File: src/rtl/core/imhq_pkg.sv
// Package for the indexed max-heap queue: operation and status codes,
// sequencer states and the fixed field widths of the channels.
// No dependencies; used by the channel interfaces and the top level.
`timescale 1ns / 1ps
`default_nettype none

package imhq_pkg;

  localparam int unsigned FUNC_W   = 3;
  localparam int unsigned ID_W     = 8;
  localparam int unsigned KEY_IN_W = 32;
  localparam int unsigned STATUS_W = 3;
  localparam int unsigned COUNT_W  = 7;

  typedef enum logic [FUNC_W-1:0] {
    FN_PUSH      = 3'd0,
    FN_DEL_MAX   = 3'd1,
    FN_DEACT_MAX = 3'd2,
    FN_MODIFY    = 3'd3,
    FN_QUERY     = 3'd4,
    FN_PEEK      = 3'd5,
    FN_CLEAR     = 3'd6
  } func_e;

  typedef enum logic [STATUS_W-1:0] {
    ST_OK     = 3'd0,
    ST_EMPTY  = 3'd1,
    ST_FULL   = 3'd2,
    ST_ABSENT = 3'd3,
    ST_ACTIVE = 3'd4
  } status_e;

  typedef enum logic [4:0] {
    S_CLR,
    S_IDLE,
    S_DECODE,
    S_MAPWAIT,
    S_QKEY,
    S_TOPWAIT,
    S_LAST,
    S_UP,
    S_UPCMP,
    S_DN,
    S_DNL,
    S_DNR,
    S_DNCMP,
    S_PLACE,
    S_RDORG,
    S_RELOAD,
    S_DONE
  } state_e;

endpackage

`default_nettype wire

File: src/rtl/core/imhq_in_if.sv
// Request channel of the indexed max-heap queue: valid, ready and one request.
// Depends on imhq_pkg for the field widths.
`timescale 1ns / 1ps
`default_nettype none

interface imhq_in_if;
  logic                                  valid;
  logic                                  ready;
  logic [imhq_pkg::FUNC_W-1:0]           func;
  logic [imhq_pkg::ID_W-1:0]             entry_id;
  logic signed [imhq_pkg::KEY_IN_W-1:0]  key;

  modport source (output valid, func, entry_id, key, input ready);
  modport sink   (input valid, func, entry_id, key, output ready);
endinterface

`default_nettype wire

File: src/rtl/core/imhq_out_if.sv
// Response channel of the indexed max-heap queue: valid, ready and one response.
// Depends on imhq_pkg for the field widths.
`timescale 1ns / 1ps
`default_nettype none

interface imhq_out_if;
  logic                                  valid;
  logic                                  ready;
  logic [imhq_pkg::STATUS_W-1:0]         status;
  logic signed [imhq_pkg::KEY_IN_W-1:0]  out_key;
  logic [imhq_pkg::ID_W-1:0]             out_id;
  logic                                  present;
  logic                                  active;
  logic [imhq_pkg::COUNT_W-1:0]          count;

  modport source (output valid, status, out_key, out_id, present, active, count,
                  input ready);
  modport sink   (input valid, status, out_key, out_id, present, active, count,
                  output ready);
endinterface

`default_nettype wire

File: src/rtl/core/indexed_max_heap_queue.sv
// Indexed binary max-heap priority queue: heap memory, id position map memory
// and a small sequencer around one shared signed comparator.
// Depends on imhq_pkg, imhq_in_if and imhq_out_if.
//
//   channel | dir | carries
//   in_i    | in  | func, entry_id, key
//   out_o   | out | status, out_key, out_id, present, active, count
//
// One request at a time; ready is high only while the sequencer is idle.
// Push climbs the heap level by level, extract descends it, and modify
// descends and then climbs; the heap memory gives one read per step.
// Clear and reset sweep the map. A finished response waits in the output
// register while the next request is taken; the sequencer stalls at its end
// only if that register is full.
`timescale 1ns / 1ps
`default_nettype none

module indexed_max_heap_queue #(
  parameter int unsigned HEAP_CAPACITY = 64,
  parameter int unsigned ID_SPACE      = 256,
  parameter int unsigned KEY_WIDTH     = 32
) (
  input  wire logic        clk_i,
  input  wire logic        rst_ni,
  imhq_in_if.sink          in_i,
  imhq_out_if.source       out_o
);

  localparam int unsigned KW   = (KEY_WIDTH < 32) ? KEY_WIDTH : 32;
  localparam int unsigned PW   = (HEAP_CAPACITY > 2) ? $clog2(HEAP_CAPACITY) : 1;
  localparam int unsigned CW   = $clog2(HEAP_CAPACITY + 1);
  localparam int unsigned MW   = $clog2(HEAP_CAPACITY + 2);
  localparam int unsigned IDW  = (ID_SPACE > 2) ? $clog2(ID_SPACE) : 1;
  localparam int unsigned CMPW = PW + 2;

  typedef struct packed {
    logic [imhq_pkg::ID_W-1:0] id;
    logic signed [KW-1:0]      key;
  } entry_t;

  // Storage
  entry_t            heap_mem [HEAP_CAPACITY];
  logic [MW-1:0]     map_mem  [ID_SPACE];
  entry_t            hrd_q;
  logic [MW-1:0]     mrd_q;

  logic              heap_we;
  logic [PW-1:0]     heap_wa, hrd_addr;
  entry_t            heap_wd;
  logic              map_we;
  logic [IDW-1:0]    map_wa, mrd_addr;
  logic [MW-1:0]     map_wd;

  imhq_pkg::state_e  state_q, state_d;
  logic [IDW-1:0]    clr_idx_q, clr_idx_d;
  logic              clr_op_q, clr_op_d;
  logic [imhq_pkg::FUNC_W-1:0] func_q, func_d;
  logic [imhq_pkg::ID_W-1:0]   id_q, id_d;
  logic signed [KW-1:0]        key_q, key_d;
  entry_t            cur_q, cur_d, pick_q, pick_d;
  logic [PW-1:0]     pos_q, pos_d, org_q, org_d, pick_pos_q, pick_pos_d;
  logic              down_q, down_d;
  logic [CW-1:0]     count_q, count_d;

  logic [imhq_pkg::STATUS_W-1:0] res_status_q, res_status_d;
  logic signed [KW-1:0]          res_key_q, res_key_d;
  logic [imhq_pkg::ID_W-1:0]     res_id_q, res_id_d;
  logic                          res_pres_q, res_pres_d, res_act_q, res_act_d;

  logic                          out_valid_q, out_valid_d, out_load;
  logic [imhq_pkg::STATUS_W-1:0] out_status_q;
  logic signed [imhq_pkg::KEY_IN_W-1:0] out_key_q;
  logic [imhq_pkg::ID_W-1:0]     out_id_q;
  logic                          out_pres_q, out_act_q;
  logic [imhq_pkg::COUNT_W-1:0]  out_count_q;

  // Shared comparator and derived positions
  logic signed [KW-1:0] cmp_a, cmp_b;
  logic                 cmp_lt;
  logic                 id_ok, full, m_ge2, m_in, l_lt, r_lt;
  logic [MW-1:0]        m_pos;
  logic [CMPW-1:0]      l_w, r_w;
  logic [PW-1:0]        parent;
  logic [MW-1:0]        pos_code;

  assign cmp_lt   = cmp_a < cmp_b;
  assign id_ok    = 32'(id_q) < 32'(ID_SPACE);
  assign full     = count_q >= CW'(HEAP_CAPACITY);
  assign m_ge2    = mrd_q >= MW'(2);
  assign m_pos    = mrd_q - MW'(2);
  assign m_in     = m_ge2 && (CMPW'(m_pos) < CMPW'(count_q));
  assign l_w      = CMPW'({pos_q, 1'b1});
  assign r_w      = l_w + CMPW'(1);
  assign l_lt     = l_w < CMPW'(count_q);
  assign r_lt     = r_w < CMPW'(count_q);
  assign parent   = PW'((pos_q - PW'(1)) >> 1);
  assign pos_code = MW'(pos_q) + MW'(2);

  always_ff @(posedge clk_i) begin
    if (heap_we) begin
      heap_mem[heap_wa] <= heap_wd;
    end
    hrd_q <= heap_mem[hrd_addr];
  end

  always_ff @(posedge clk_i) begin
    if (map_we) begin
      map_mem[map_wa] <= map_wd;
    end
    mrd_q <= map_mem[mrd_addr];
  end

  // Next state
  always_comb begin
    state_d = state_q;
    unique case (state_q)
      imhq_pkg::S_CLR: begin
        if (clr_idx_q == IDW'(ID_SPACE - 1)) begin
          state_d = clr_op_q ? imhq_pkg::S_DONE : imhq_pkg::S_IDLE;
        end
      end
      imhq_pkg::S_IDLE: begin
        if (in_i.valid) state_d = imhq_pkg::S_DECODE;
      end
      imhq_pkg::S_DECODE: begin
        unique case (func_q)
          imhq_pkg::FN_PUSH:
            state_d = (!id_ok || full) ? imhq_pkg::S_DONE : imhq_pkg::S_MAPWAIT;
          imhq_pkg::FN_DEL_MAX, imhq_pkg::FN_DEACT_MAX, imhq_pkg::FN_PEEK:
            state_d = (count_q == '0) ? imhq_pkg::S_DONE : imhq_pkg::S_TOPWAIT;
          imhq_pkg::FN_MODIFY, imhq_pkg::FN_QUERY:
            state_d = id_ok ? imhq_pkg::S_MAPWAIT : imhq_pkg::S_DONE;
          imhq_pkg::FN_CLEAR: state_d = imhq_pkg::S_CLR;
          default:            state_d = imhq_pkg::S_DONE;
        endcase
      end
      imhq_pkg::S_MAPWAIT: begin
        unique case (func_q)
          imhq_pkg::FN_PUSH:
            state_d = m_ge2 ? imhq_pkg::S_DONE : imhq_pkg::S_UP;
          imhq_pkg::FN_MODIFY:
            state_d = m_in ? imhq_pkg::S_DN : imhq_pkg::S_DONE;
          imhq_pkg::FN_QUERY:
            state_d = m_in ? imhq_pkg::S_QKEY : imhq_pkg::S_DONE;
          default: state_d = imhq_pkg::S_DONE;
        endcase
      end
      imhq_pkg::S_QKEY: state_d = imhq_pkg::S_DONE;
      imhq_pkg::S_TOPWAIT: begin
        state_d = (func_q == imhq_pkg::FN_PEEK) ? imhq_pkg::S_DONE : imhq_pkg::S_LAST;
      end
      imhq_pkg::S_LAST: begin
        state_d = (count_q == CW'(1)) ? imhq_pkg::S_DONE : imhq_pkg::S_DN;
      end
      imhq_pkg::S_UP: state_d = (pos_q == '0) ? imhq_pkg::S_PLACE : imhq_pkg::S_UPCMP;
      imhq_pkg::S_UPCMP: state_d = cmp_lt ? imhq_pkg::S_PLACE : imhq_pkg::S_UP;
      imhq_pkg::S_DN: state_d = l_lt ? imhq_pkg::S_DNL : imhq_pkg::S_PLACE;
      imhq_pkg::S_DNL: state_d = r_lt ? imhq_pkg::S_DNR : imhq_pkg::S_DNCMP;
      imhq_pkg::S_DNR: state_d = imhq_pkg::S_DNCMP;
      imhq_pkg::S_DNCMP: state_d = cmp_lt ? imhq_pkg::S_DN : imhq_pkg::S_PLACE;
      imhq_pkg::S_PLACE: begin
        state_d = (down_q && func_q == imhq_pkg::FN_MODIFY) ?
                  imhq_pkg::S_RDORG : imhq_pkg::S_DONE;
      end
      imhq_pkg::S_RDORG: state_d = imhq_pkg::S_RELOAD;
      imhq_pkg::S_RELOAD: state_d = imhq_pkg::S_UP;
      imhq_pkg::S_DONE: begin
        if (!out_valid_q || out_o.ready) state_d = imhq_pkg::S_IDLE;
      end
      default: state_d = imhq_pkg::S_IDLE;
    endcase
  end

  // Datapath control
  always_comb begin
    clr_idx_d    = clr_idx_q;
    clr_op_d     = clr_op_q;
    func_d       = func_q;
    id_d         = id_q;
    key_d        = key_q;
    cur_d        = cur_q;
    pick_d       = pick_q;
    pos_d        = pos_q;
    org_d        = org_q;
    pick_pos_d   = pick_pos_q;
    down_d       = down_q;
    count_d      = count_q;
    res_status_d = res_status_q;
    res_key_d    = res_key_q;
    res_id_d     = res_id_q;
    res_pres_d   = res_pres_q;
    res_act_d    = res_act_q;
    heap_we      = 1'b0;
    heap_wa      = pos_q;
    heap_wd      = cur_q;
    hrd_addr     = '0;
    map_we       = 1'b0;
    map_wa       = IDW'(cur_q.id);
    map_wd       = pos_code;
    mrd_addr     = IDW'(id_q);
    cmp_a        = cur_q.key;
    cmp_b        = hrd_q.key;
    out_load     = 1'b0;

    unique case (state_q)
      imhq_pkg::S_CLR: begin
        map_we    = 1'b1;
        map_wa    = clr_idx_q;
        map_wd    = '0;
        clr_idx_d = clr_idx_q + IDW'(1);
        if (clr_idx_q == IDW'(ID_SPACE - 1)) clr_op_d = 1'b0;
      end
      imhq_pkg::S_IDLE: begin
        if (in_i.valid) begin
          func_d       = in_i.func;
          id_d         = in_i.entry_id;
          key_d        = KW'(in_i.key);
          res_status_d = imhq_pkg::ST_OK;
          res_key_d    = '0;
          res_id_d     = '0;
          res_pres_d   = 1'b0;
          res_act_d    = 1'b0;
          down_d       = 1'b0;
        end
      end
      imhq_pkg::S_DECODE: begin
        unique case (func_q)
          imhq_pkg::FN_PUSH: begin
            if (!id_ok) res_status_d = imhq_pkg::ST_ABSENT;
            else if (full) res_status_d = imhq_pkg::ST_FULL;
          end
          imhq_pkg::FN_DEL_MAX, imhq_pkg::FN_DEACT_MAX, imhq_pkg::FN_PEEK: begin
            if (count_q == '0) res_status_d = imhq_pkg::ST_EMPTY;
          end
          imhq_pkg::FN_MODIFY, imhq_pkg::FN_QUERY: begin
            if (!id_ok) res_status_d = imhq_pkg::ST_ABSENT;
          end
          imhq_pkg::FN_CLEAR: begin
            count_d   = '0;
            clr_idx_d = '0;
            clr_op_d  = 1'b1;
          end
          default: ;
        endcase
      end
      imhq_pkg::S_MAPWAIT: begin
        unique case (func_q)
          imhq_pkg::FN_PUSH: begin
            if (m_ge2) begin
              res_status_d = imhq_pkg::ST_ACTIVE;
            end else begin
              pos_d   = PW'(count_q);
              count_d = count_q + CW'(1);
              cur_d   = '{id: id_q, key: key_q};
            end
          end
          imhq_pkg::FN_MODIFY: begin
            if (!m_in) begin
              res_status_d = imhq_pkg::ST_ABSENT;
            end else begin
              pos_d  = PW'(m_pos);
              org_d  = PW'(m_pos);
              cur_d  = '{id: id_q, key: key_q};
              down_d = 1'b1;
            end
          end
          imhq_pkg::FN_QUERY: begin
            res_pres_d = (mrd_q != '0);
            res_id_d   = id_q;
            hrd_addr   = PW'(m_pos);
          end
          default: ;
        endcase
      end
      imhq_pkg::S_QKEY: begin
        res_key_d = hrd_q.key;
        res_act_d = 1'b1;
      end
      imhq_pkg::S_TOPWAIT: begin
        res_key_d = hrd_q.key;
        res_id_d  = hrd_q.id;
        hrd_addr  = PW'(count_q - CW'(1));
      end
      imhq_pkg::S_LAST: begin
        // Last entry moves to root; the extracted id is dropped or deactivated.
        cur_d   = hrd_q;
        count_d = count_q - CW'(1);
        pos_d   = '0;
        down_d  = 1'b1;
        map_we  = 1'b1;
        map_wa  = IDW'(res_id_q);
        map_wd  = (func_q == imhq_pkg::FN_DEL_MAX) ? MW'(0) : MW'(1);
      end
      imhq_pkg::S_UP: begin
        hrd_addr = parent;
      end
      imhq_pkg::S_UPCMP: begin
        // Equal keys rise, so the parent moves down unless it is strictly larger.
        if (!cmp_lt) begin
          heap_we = 1'b1;
          heap_wd = hrd_q;
          map_we  = 1'b1;
          map_wa  = IDW'(hrd_q.id);
          pos_d   = parent;
        end
      end
      imhq_pkg::S_DN: begin
        hrd_addr = PW'(l_w);
      end
      imhq_pkg::S_DNL: begin
        pick_d     = hrd_q;
        pick_pos_d = PW'(l_w);
        hrd_addr   = PW'(r_w);
      end
      imhq_pkg::S_DNR: begin
        cmp_a = pick_q.key;
        if (cmp_lt) begin
          pick_d     = hrd_q;
          pick_pos_d = PW'(r_w);
        end
      end
      imhq_pkg::S_DNCMP: begin
        cmp_b = pick_q.key;
        if (cmp_lt) begin
          heap_we = 1'b1;
          heap_wd = pick_q;
          map_we  = 1'b1;
          map_wa  = IDW'(pick_q.id);
          pos_d   = pick_pos_q;
        end
      end
      imhq_pkg::S_PLACE: begin
        heap_we = 1'b1;
        map_we  = 1'b1;
      end
      imhq_pkg::S_RDORG: begin
        // A modified key climbs from its original slot after the descent.
        hrd_addr = org_q;
        down_d   = 1'b0;
      end
      imhq_pkg::S_RELOAD: begin
        cur_d = hrd_q;
        pos_d = org_q;
      end
      imhq_pkg::S_DONE: begin
        out_load = !out_valid_q || out_o.ready;
      end
      default: ;
    endcase
  end

  always_comb begin
    out_valid_d = out_valid_q && !out_o.ready;
    if (out_load) out_valid_d = 1'b1;
  end

  always_ff @(posedge clk_i or negedge rst_ni) begin
    if (!rst_ni) begin
      state_q     <= imhq_pkg::S_CLR;
      clr_idx_q   <= '0;
      clr_op_q    <= 1'b0;
      count_q     <= '0;
      down_q      <= 1'b0;
      out_valid_q <= 1'b0;
    end else begin
      state_q     <= state_d;
      clr_idx_q   <= clr_idx_d;
      clr_op_q    <= clr_op_d;
      count_q     <= count_d;
      down_q      <= down_d;
      out_valid_q <= out_valid_d;
    end
  end

  always_ff @(posedge clk_i) begin
    func_q       <= func_d;
    id_q         <= id_d;
    key_q        <= key_d;
    cur_q        <= cur_d;
    pick_q       <= pick_d;
    pos_q        <= pos_d;
    org_q        <= org_d;
    pick_pos_q   <= pick_pos_d;
    res_status_q <= res_status_d;
    res_key_q    <= res_key_d;
    res_id_q     <= res_id_d;
    res_pres_q   <= res_pres_d;
    res_act_q    <= res_act_d;
    if (out_load) begin
      out_status_q <= res_status_q;
      out_key_q    <= imhq_pkg::KEY_IN_W'(res_key_q);
      out_id_q     <= res_id_q;
      out_pres_q   <= res_pres_q;
      out_act_q    <= res_act_q;
      out_count_q  <= imhq_pkg::COUNT_W'(count_q);
    end
  end

  assign in_i.ready    = (state_q == imhq_pkg::S_IDLE);
  assign out_o.valid   = out_valid_q;
  assign out_o.status  = out_status_q;
  assign out_o.out_key = out_key_q;
  assign out_o.out_id  = out_id_q;
  assign out_o.present = out_pres_q;
  assign out_o.active  = out_act_q;
  assign out_o.count   = out_count_q;

endmodule

`default_nettype wire

File: src/flat_wrapper.sv
// flat-port wrapper written by rule: the top's interface ports become plain ports
module indexed_max_heap_queue_flat 
#(
  parameter int unsigned HEAP_CAPACITY = 64,
  parameter int unsigned ID_SPACE      = 256,
  parameter int unsigned KEY_WIDTH     = 32
)
  (clk_i, rst_ni, in_i_valid, in_i_func, in_i_entry_id, in_i_key, in_i_ready, out_o_valid, out_o_status, out_o_out_key, out_o_out_id, out_o_present, out_o_active, out_o_count, out_o_ready);
  imhq_in_if in_i_i ();
  imhq_out_if out_o_i ();
  input  wire logic clk_i;
  input  wire logic rst_ni;
  input wire logic [$bits(in_i_i.valid)-1:0] in_i_valid;
  input wire logic [$bits(in_i_i.func)-1:0] in_i_func;
  input wire logic [$bits(in_i_i.entry_id)-1:0] in_i_entry_id;
  input wire logic [$bits(in_i_i.key)-1:0] in_i_key;
  output wire logic [$bits(in_i_i.ready)-1:0] in_i_ready;
  output wire logic [$bits(out_o_i.valid)-1:0] out_o_valid;
  output wire logic [$bits(out_o_i.status)-1:0] out_o_status;
  output wire logic [$bits(out_o_i.out_key)-1:0] out_o_out_key;
  output wire logic [$bits(out_o_i.out_id)-1:0] out_o_out_id;
  output wire logic [$bits(out_o_i.present)-1:0] out_o_present;
  output wire logic [$bits(out_o_i.active)-1:0] out_o_active;
  output wire logic [$bits(out_o_i.count)-1:0] out_o_count;
  input wire logic [$bits(out_o_i.ready)-1:0] out_o_ready;
  assign in_i_i.valid = in_i_valid;
  assign in_i_i.func = in_i_func;
  assign in_i_i.entry_id = in_i_entry_id;
  assign in_i_i.key = in_i_key;
  assign in_i_ready = in_i_i.ready;
  assign out_o_valid = out_o_i.valid;
  assign out_o_status = out_o_i.status;
  assign out_o_out_key = out_o_i.out_key;
  assign out_o_out_id = out_o_i.out_id;
  assign out_o_present = out_o_i.present;
  assign out_o_active = out_o_i.active;
  assign out_o_count = out_o_i.count;
  assign out_o_i.ready = out_o_ready;
  indexed_max_heap_queue #(.HEAP_CAPACITY(HEAP_CAPACITY), .ID_SPACE(ID_SPACE), .KEY_WIDTH(KEY_WIDTH)) u_core (.clk_i(clk_i), .rst_ni(rst_ni), .in_i(in_i_i), .out_o(out_o_i));
endmodule
File: config.mk
export PLATFORM = sky130hd
export DESIGN_NAME = indexed_max_heap_queue_flat
export DESIGN_NICKNAME = d
export VERILOG_FILES = /design/src/rtl/core/imhq_pkg.sv /design/src/rtl/core/imhq_in_if.sv /design/src/rtl/core/imhq_out_if.sv /design/src/rtl/core/indexed_max_heap_queue.sv /design/src/flat_wrapper.sv
export SDC_FILE = /design/constraint.sdc
export NUM_CORES = 2
export LEC_CHECK = 0
export ABC_AREA = 0
export BUFFER_PORTS_ARGS = -buffer_cell sky130_fd_sc_hd__buf_2
export CAP_MARGIN = 25
export CELL_PAD_IN_SITES_DETAIL_PLACEMENT = 1
export CELL_PAD_IN_SITES_GLOBAL_PLACEMENT = 2
export CORE_ASPECT_RATIO = 1.2
export CORE_MARGIN = 2
export CORE_UTILIZATION = 48
export CTS_CLUSTER_DIAMETER = 150
export CTS_CLUSTER_SIZE = 8
export DETAILED_ROUTE_END_ITERATION = 16
export PLACE_DENSITY = 0.9
export SKIP_CTS_REPAIR_TIMING = 1
export SLEW_MARGIN = 20
export SYNTH_ARGS = -nofsm -noshare
export SYNTH_HDL_FRONTEND = slang
export SYNTH_MEMORY_MAX_BITS = 65536
export SYNTH_SLANG_ARGS = --single-unit
export TNS_END_PERCENT = 30
File: constraint.sdc
create_clock -name clk_i -period 24.4 [get_ports clk_i]
set_clock_uncertainty 0.2 [all_clocks]
set_input_delay 1.22 -clock clk_i [delete_from_list [all_inputs] [get_ports clk_i]]
set_output_delay 1.22 -clock clk_i [all_outputs]
set_load 0.02 [all_outputs]
# --- After elaboration in Yosys (flattened, before gate mapping) ---
# Memory sizes are Yosys's and may differ from the RTL's. A register that Yosys moved wholly into a read port is not among the register bits.
# Index checks and enable logic that the tools add are counted.
word_totals:
  ram_bits: 4352
  memories: 2
  regBits: 261
  out_inout_bits: 54
memory_table:
  columns: ["memory", "depth", "width", "rd", "rd_clocked_by_memory_dff", "wr", "line_no", "source"]
  rows:
  - ["u_core.heap_mem", 64, 40, 1, 1, 1, "indexed_max_heap_queue.sv:42", "entry_t heap_mem [HEAP_CAPACITY];"]
  - ["u_core.map_mem", 256, 7, 1, 1, 1, "indexed_max_heap_queue.sv:43", "logic [MW-1:0] map_mem [ID_SPACE];"]
op_classes:
  n_mux: 85
  addsub: 7
  n_reduce_logical: 42
  eq_ne: 44
  magnitude_cmp: 6
op_table:
  columns: ["op", "n"]
  rows:
  - ["40-bit case mux with 2 select lines", 4]
  - ["40-bit two-way mux", 5]
  - ["32-bit two-way mux", 3]
  - ["5-bit case mux with 17 select lines", 1]
  - ["32-bit case mux with 2 select lines", 1]
  - ["5-bit two-way mux", 12]
  - ["5-bit by 4-bit equality test with 1-bit output, second input constant", 8]
  - ["8-bit two-way mux", 5]
  - ["6-bit two-way mux", 6]
  - ["6-bit case mux with 6 select lines", 1]
  - ["32-bit < comparator", 1]
  - ["8-bit case mux with 4 select lines", 1]
  - ["6-bit case mux with 5 select lines", 1]
  - ["3-bit two-way mux", 9]
  - ["6-bit case mux with 2 select lines", 2]
  - ["8-bit case mux with 3 select lines", 1]
  - ["7-bit two-way mux", 3]
  - ["7-bit case mux with 3 select lines", 1]
  - ["5-bit by 3-bit equality test with 1-bit output, second input constant", 4]
  - ["5-bit case mux with 4 select lines", 1]
  - ["3-bit by 2-bit inequality test with 1-bit output, second input constant", 6]
  - ["8-bit case mux with 2 select lines", 1]
  - ["1-bit two-way mux", 15]
  - ["5-bit case mux with 3 select lines", 1]
  - ["other kinds (48)", 91]

# --- Logic depth before layout (Yosys ltp) ---
depth:
  ltp_word: 7
  depth_mapped: 20
  ltp_nobuf: 14

# --- Worst setup path after synthesis ---
# Ideal clock, no wire load.
synth_path:
  path_type: "register to register"
  startpoint: "register u_core.state_q[0]"
  endpoint: "memory u_core.map_mem[0][6] (netlist bit), data pin"
  path_slack_ns: 6.670
  path_buffers: 2
  setup_ns: 2.834
  period_less_slack_ns: 17.730
  path_stages_with_launch: 7
  arrival_time_ns: 14.697
  cell_sequence: "dfrtp_1 clkbuf_1 nand2b_1 or3_1 clkbuf_1 nand2_1 nor4_1"
synth_via:
  elab_chain_cells: 2
synth_rtl:
  columns: ["element", "line_no", "source"]
  rows:
  - ["start, declared", "indexed_max_heap_queue.sv:54", "imhq_pkg::state_e state_q, state_d;"]
  - ["start signal, assigned", "indexed_max_heap_queue.sv:359", "state_q <= imhq_pkg::S_CLR;"]
  - ["start signal, assigned", "indexed_max_heap_queue.sv:366", "state_q <= state_d;"]
  - ["5-bit by 3-bit equality test with 1-bit output / 5-bit logical NOT (equally long branches)", "indexed_max_heap_queue.sv:205", "unique case (state_q)"]
  - ["7-bit case mux with 2 select lines *", "indexed_max_heap_queue.sv:205", null]
  - ["net u_core.map_wd[6]", "indexed_max_heap_queue.sv:52", "logic [MW-1:0] map_wd;"]
  - ["end, declared", "indexed_max_heap_queue.sv:43", null]
# Mark *: on every way through the listed nets, which the timed path passes. The rest lies on a longest branch.

# --- Final worst setup path ---
layout_path:
  startpoint: "register u_core.state_q[2]"
  endpoint: "register, netlist name u_core.hrd_q[10]"
layout_via:
  elab_chain_cells: 2
layout_rtl:
  columns: ["element", "line_no"]
  rows:
  - ["5-bit by 4-bit equality test with 1-bit output, or another cell as far along", "indexed_max_heap_queue.sv:205"]
  - ["6-bit case mux with 6 select lines *", "indexed_max_heap_queue.sv:205"]
# Every way passes the cells marked *; elsewhere a longest branch is shown, timed or not.
# A chain may end at the register's enable or synchronous reset.

==> results_dict.tcl <==
set metrics [dict create \
    synth_area_leader_cell "edfxtp_1" \
    ant_nets 0 \
    cts_buffers 652 \
    worst_pin_slew_ps 1200 \
    crit_path_start_kind "flop" \
    grt-ovfl-total 0 \
    ctsHtreeMaxLevel 6 \
    grt_pass1_wl_um 886000 \
    synth_flop_cell "edfxtp_1" \
    gp_congestion 0.896 \
    area_growth_syn_to_layout_pct 14.0 \
    placementRows 250 \
    root_buffer "clkbuf_16" \
    synthSimpleGateAreaFrac 0.0778 \
    avgViaCountPerCell 6.73 \
    path_clk_slew_ps 70 \
    synth_compound_gate_area_share 0.0421 \
    synthCells 11200 \
    clkLatencyLatePin_ps 1130 \
    boundaryPins 101 \
    cts_sinks 4660 \
    synth_nets 11300 \
    fp.dieH_um 687 \
    crit_path_max_fanout 124 \
    synth_area_mm2 0.186 \
    drive_gt1_frac 0.168 \
    drtPass1Iterations 6 \
    die-area_mm2 0.393 \
    final.setup.tns_ps 0 \
    max_slew_margin 0.200 \
    dr.first_iter.drc_count 16300 \
    netSwitchingPower_w 0.00824 \
    power_frac_seq 0.426 \
    fmax_ghz 0.104 \
    vdd_drop_max_uv 136 \
    cts_buffer_depth 4 \
    initial_core_util 0.482 \
    nets 11600 \
    synth-xor-area-share 0.00158 \
    yosysSeqAreaShare 0.747 \
    power_frac_comb 0.237 \
    yosysMostFrequentCell "edfxtp_1" \
    drt-total-wl_um 625000 \
    rsz0062_at_grt "false" \
    hold_viol_final 0 \
    crit_path_top_delay_cell "dfrtp_4" \
    antenna_found_initial 58 \
    synthArstFlopShare 0.00494 \
    tritoncts "yes" \
    nFillCells 34800 \
    final.period_utilization 0.395 \
    core_area_mm2 0.387 \
    synth.distinct_cells 79 \
    top_layer_used "met5" \
    slew_viol_final 0 \
    path_common_cell "buf_4" \
    wl_met1_um 218000 \
    drcViolationCount 0 \
    synth_area_per_cell_um2 16.6 \
    hp-class "in -> reg" \
    p_total_w 0.0248 \
    post-route-min-period_ps 9630 \
    outcome "finished clean" \
    wl_per_cell_um 36.9 \
    p_leak_nw 69.6 \
    yosys.area.top_type_share 0.739 \
    synth_fa_ha_area_frac 0.00409 \
    hpwl_um 343000 \
    slowest_delay_ps 1070 \
    cp.arrival_ps 10410 \
    p_clk_frac 0.337 \
    setup_viol 0 \
    swShare 0.333 \
    ys_ff_latch 4660 \
    synthTopCellsByCount "edfxtp_1 (4590), nand2_1 (2003), mux2i_1 (650)" \
    grt_max_degree 172 \
    crit_chain "nor4b_2 > buf_4 > and2_1 > a22o_1 > or4_4 > buf_4 > buf_12 > buf_4 > buf_4 > buf_4 > buf_4 > nand2_1 > and3_1 > a311oi_1 > a31oi_1 > a211o_1 > nand3b_1" \
    power.internal_w 0.0165 \
    synthMuxAreaShare 0.111 \
    end_kind "flop" \
    drv_cap 0 \
    io_buffers 100 \
    yosysWarningCount 0 \
    grt_use_total 0.312 \
    synth_top_family_by_area "multiplexers" \
    synth_area_leaders "edfxtp_1 (74%), mux4_2 (7.2%), nand2_1 (4.0%)" \
    grt_pass1_vias 118000 \
    dr_wl_met3_um 64900 \
    met2_length_um 299000 \
    crit_type "reg -> reg" \
    synth_edf_count 4590 \
    power.density_mw_per_mm2 117 \
    die_w_um 573 \
    required_ps 25180 \
    dr_total_vias 114000 \
]
-- flip-flops by register name, indices dropped and copies added (netlist names), 32 cells and up --
register              count
u_core.heap_mem        2560
u_core.map_mem         1792
u_core.cur_q             40
u_core.hrd_q             40
u_core.pick_q            40
u_core.key_q             32
u_core.out_o.out_key     32
u_core.res_key_q         32
-- layout make-up --
type,instances,area (um^2),share of cell area
timing repair buffer,404,3040,0.0143
clock buffer,833,17200,0.0811
clock inverter,46,800,0.00376
tap,5166,6460,0.0304
multi-input combinational,5770,45400,0.214
inverter,33,130,0.000612
sequential,4660,139000,0.656
antenna,26,65.1,0.000306
-- layout by cell type, fill, tap and decap left out, types with 70 or more instances in the layout --
cell type / n
buf_4: 273
mux2i_1: 650
mux4_2: 595
a311oi_1: 320
a311o_1: 78
mux2_2: 73
o22ai_1: 81
clkbuf_1: 170
nor2_4: 70
nand3_1: 517
clkbuf_16: 663
nor2_1: 292
edfxtp_1: 4590
a31oi_1: 85
and3_1: 252
nand2_1: 1996
buf_2: 103
-- logic make-up after synthesis --
| kind of cell | count (synthesis) |
|---|---|
| flops | 4660 |
| mux | 1318 |
| fa+ha+maj | 61 |
| buf+inv | 772 |
| xor+xnor | 32 |
| simple gates | 3363 |
| compound gates | 996 |
-- critical path, delay by kind of cell, from the launching register on --
| family | cells | cell delay (ps) |
|---|---|---|
| buffers and inverters | 7 | 4740 |
| and+or+nand+nor | 6 | 2130 |
| AOI/OAI and AO/OA | 4 | 1090 |
| DFF | 1 | 1070 |
-- metal layers --
metal	track usage	vias to the layer above
li1	-	44500
met1	0.389	59500
met2	0.503	8105
met3	0.0672	1813
met4	0.186	38
met5	0	-
-- final timing paths --
path	start	cells past startpoint	end	slack (ps)
min in group asynchronous	rst_ni	2	u_core.count_q[4]	730
worst max-delay path	u_core.state_q[2]	17	u_core.hrd_q[10]	14770
worst min register to register	u_core.res_key_q[15]	0	u_core.out_o.out_key[15]	210
worst max register to register	u_core.state_q[2]	17	u_core.hrd_q[10]	14770
max in group asynchronous	rst_ni	2	u_core.state_q[2]	22720
worst min-delay path	in_i_key[21]	1	u_core.key_q[21]	40
-- per-stage QoR --
stage               setup slack [ps]  instances  hold slack (ps)  utilization  instance area [um^2]
global route                   14470      16900             47.9        0.550                212000
global placement               15290      16000              200        0.502                194000
floorplan                       6670      11200              200            -                186000
detailed placement             15130      16000              205        0.502                194000
CTS                            15040      16900             -117        0.549                212000
finish                         14770      16900             43.8        0.550                213000
-- power groups by stage --
stage / combinational, W / clock (W) / sequential [W]
after global routing: 0.00599 / 0.00865 / 0.0105
after CTS: 0.00569 / 0.00839 / 0.0105
after floorplan: 0.00295 / 0 / 0.0107
after global placement: 0.00530 / 0 / 0.0106
final: 0.00586 / 0.00836 / 0.0105
after detailed placement: 0.00556 / 0 / 0.0107
No activity file was read; power rests on OpenSTA's default activity.
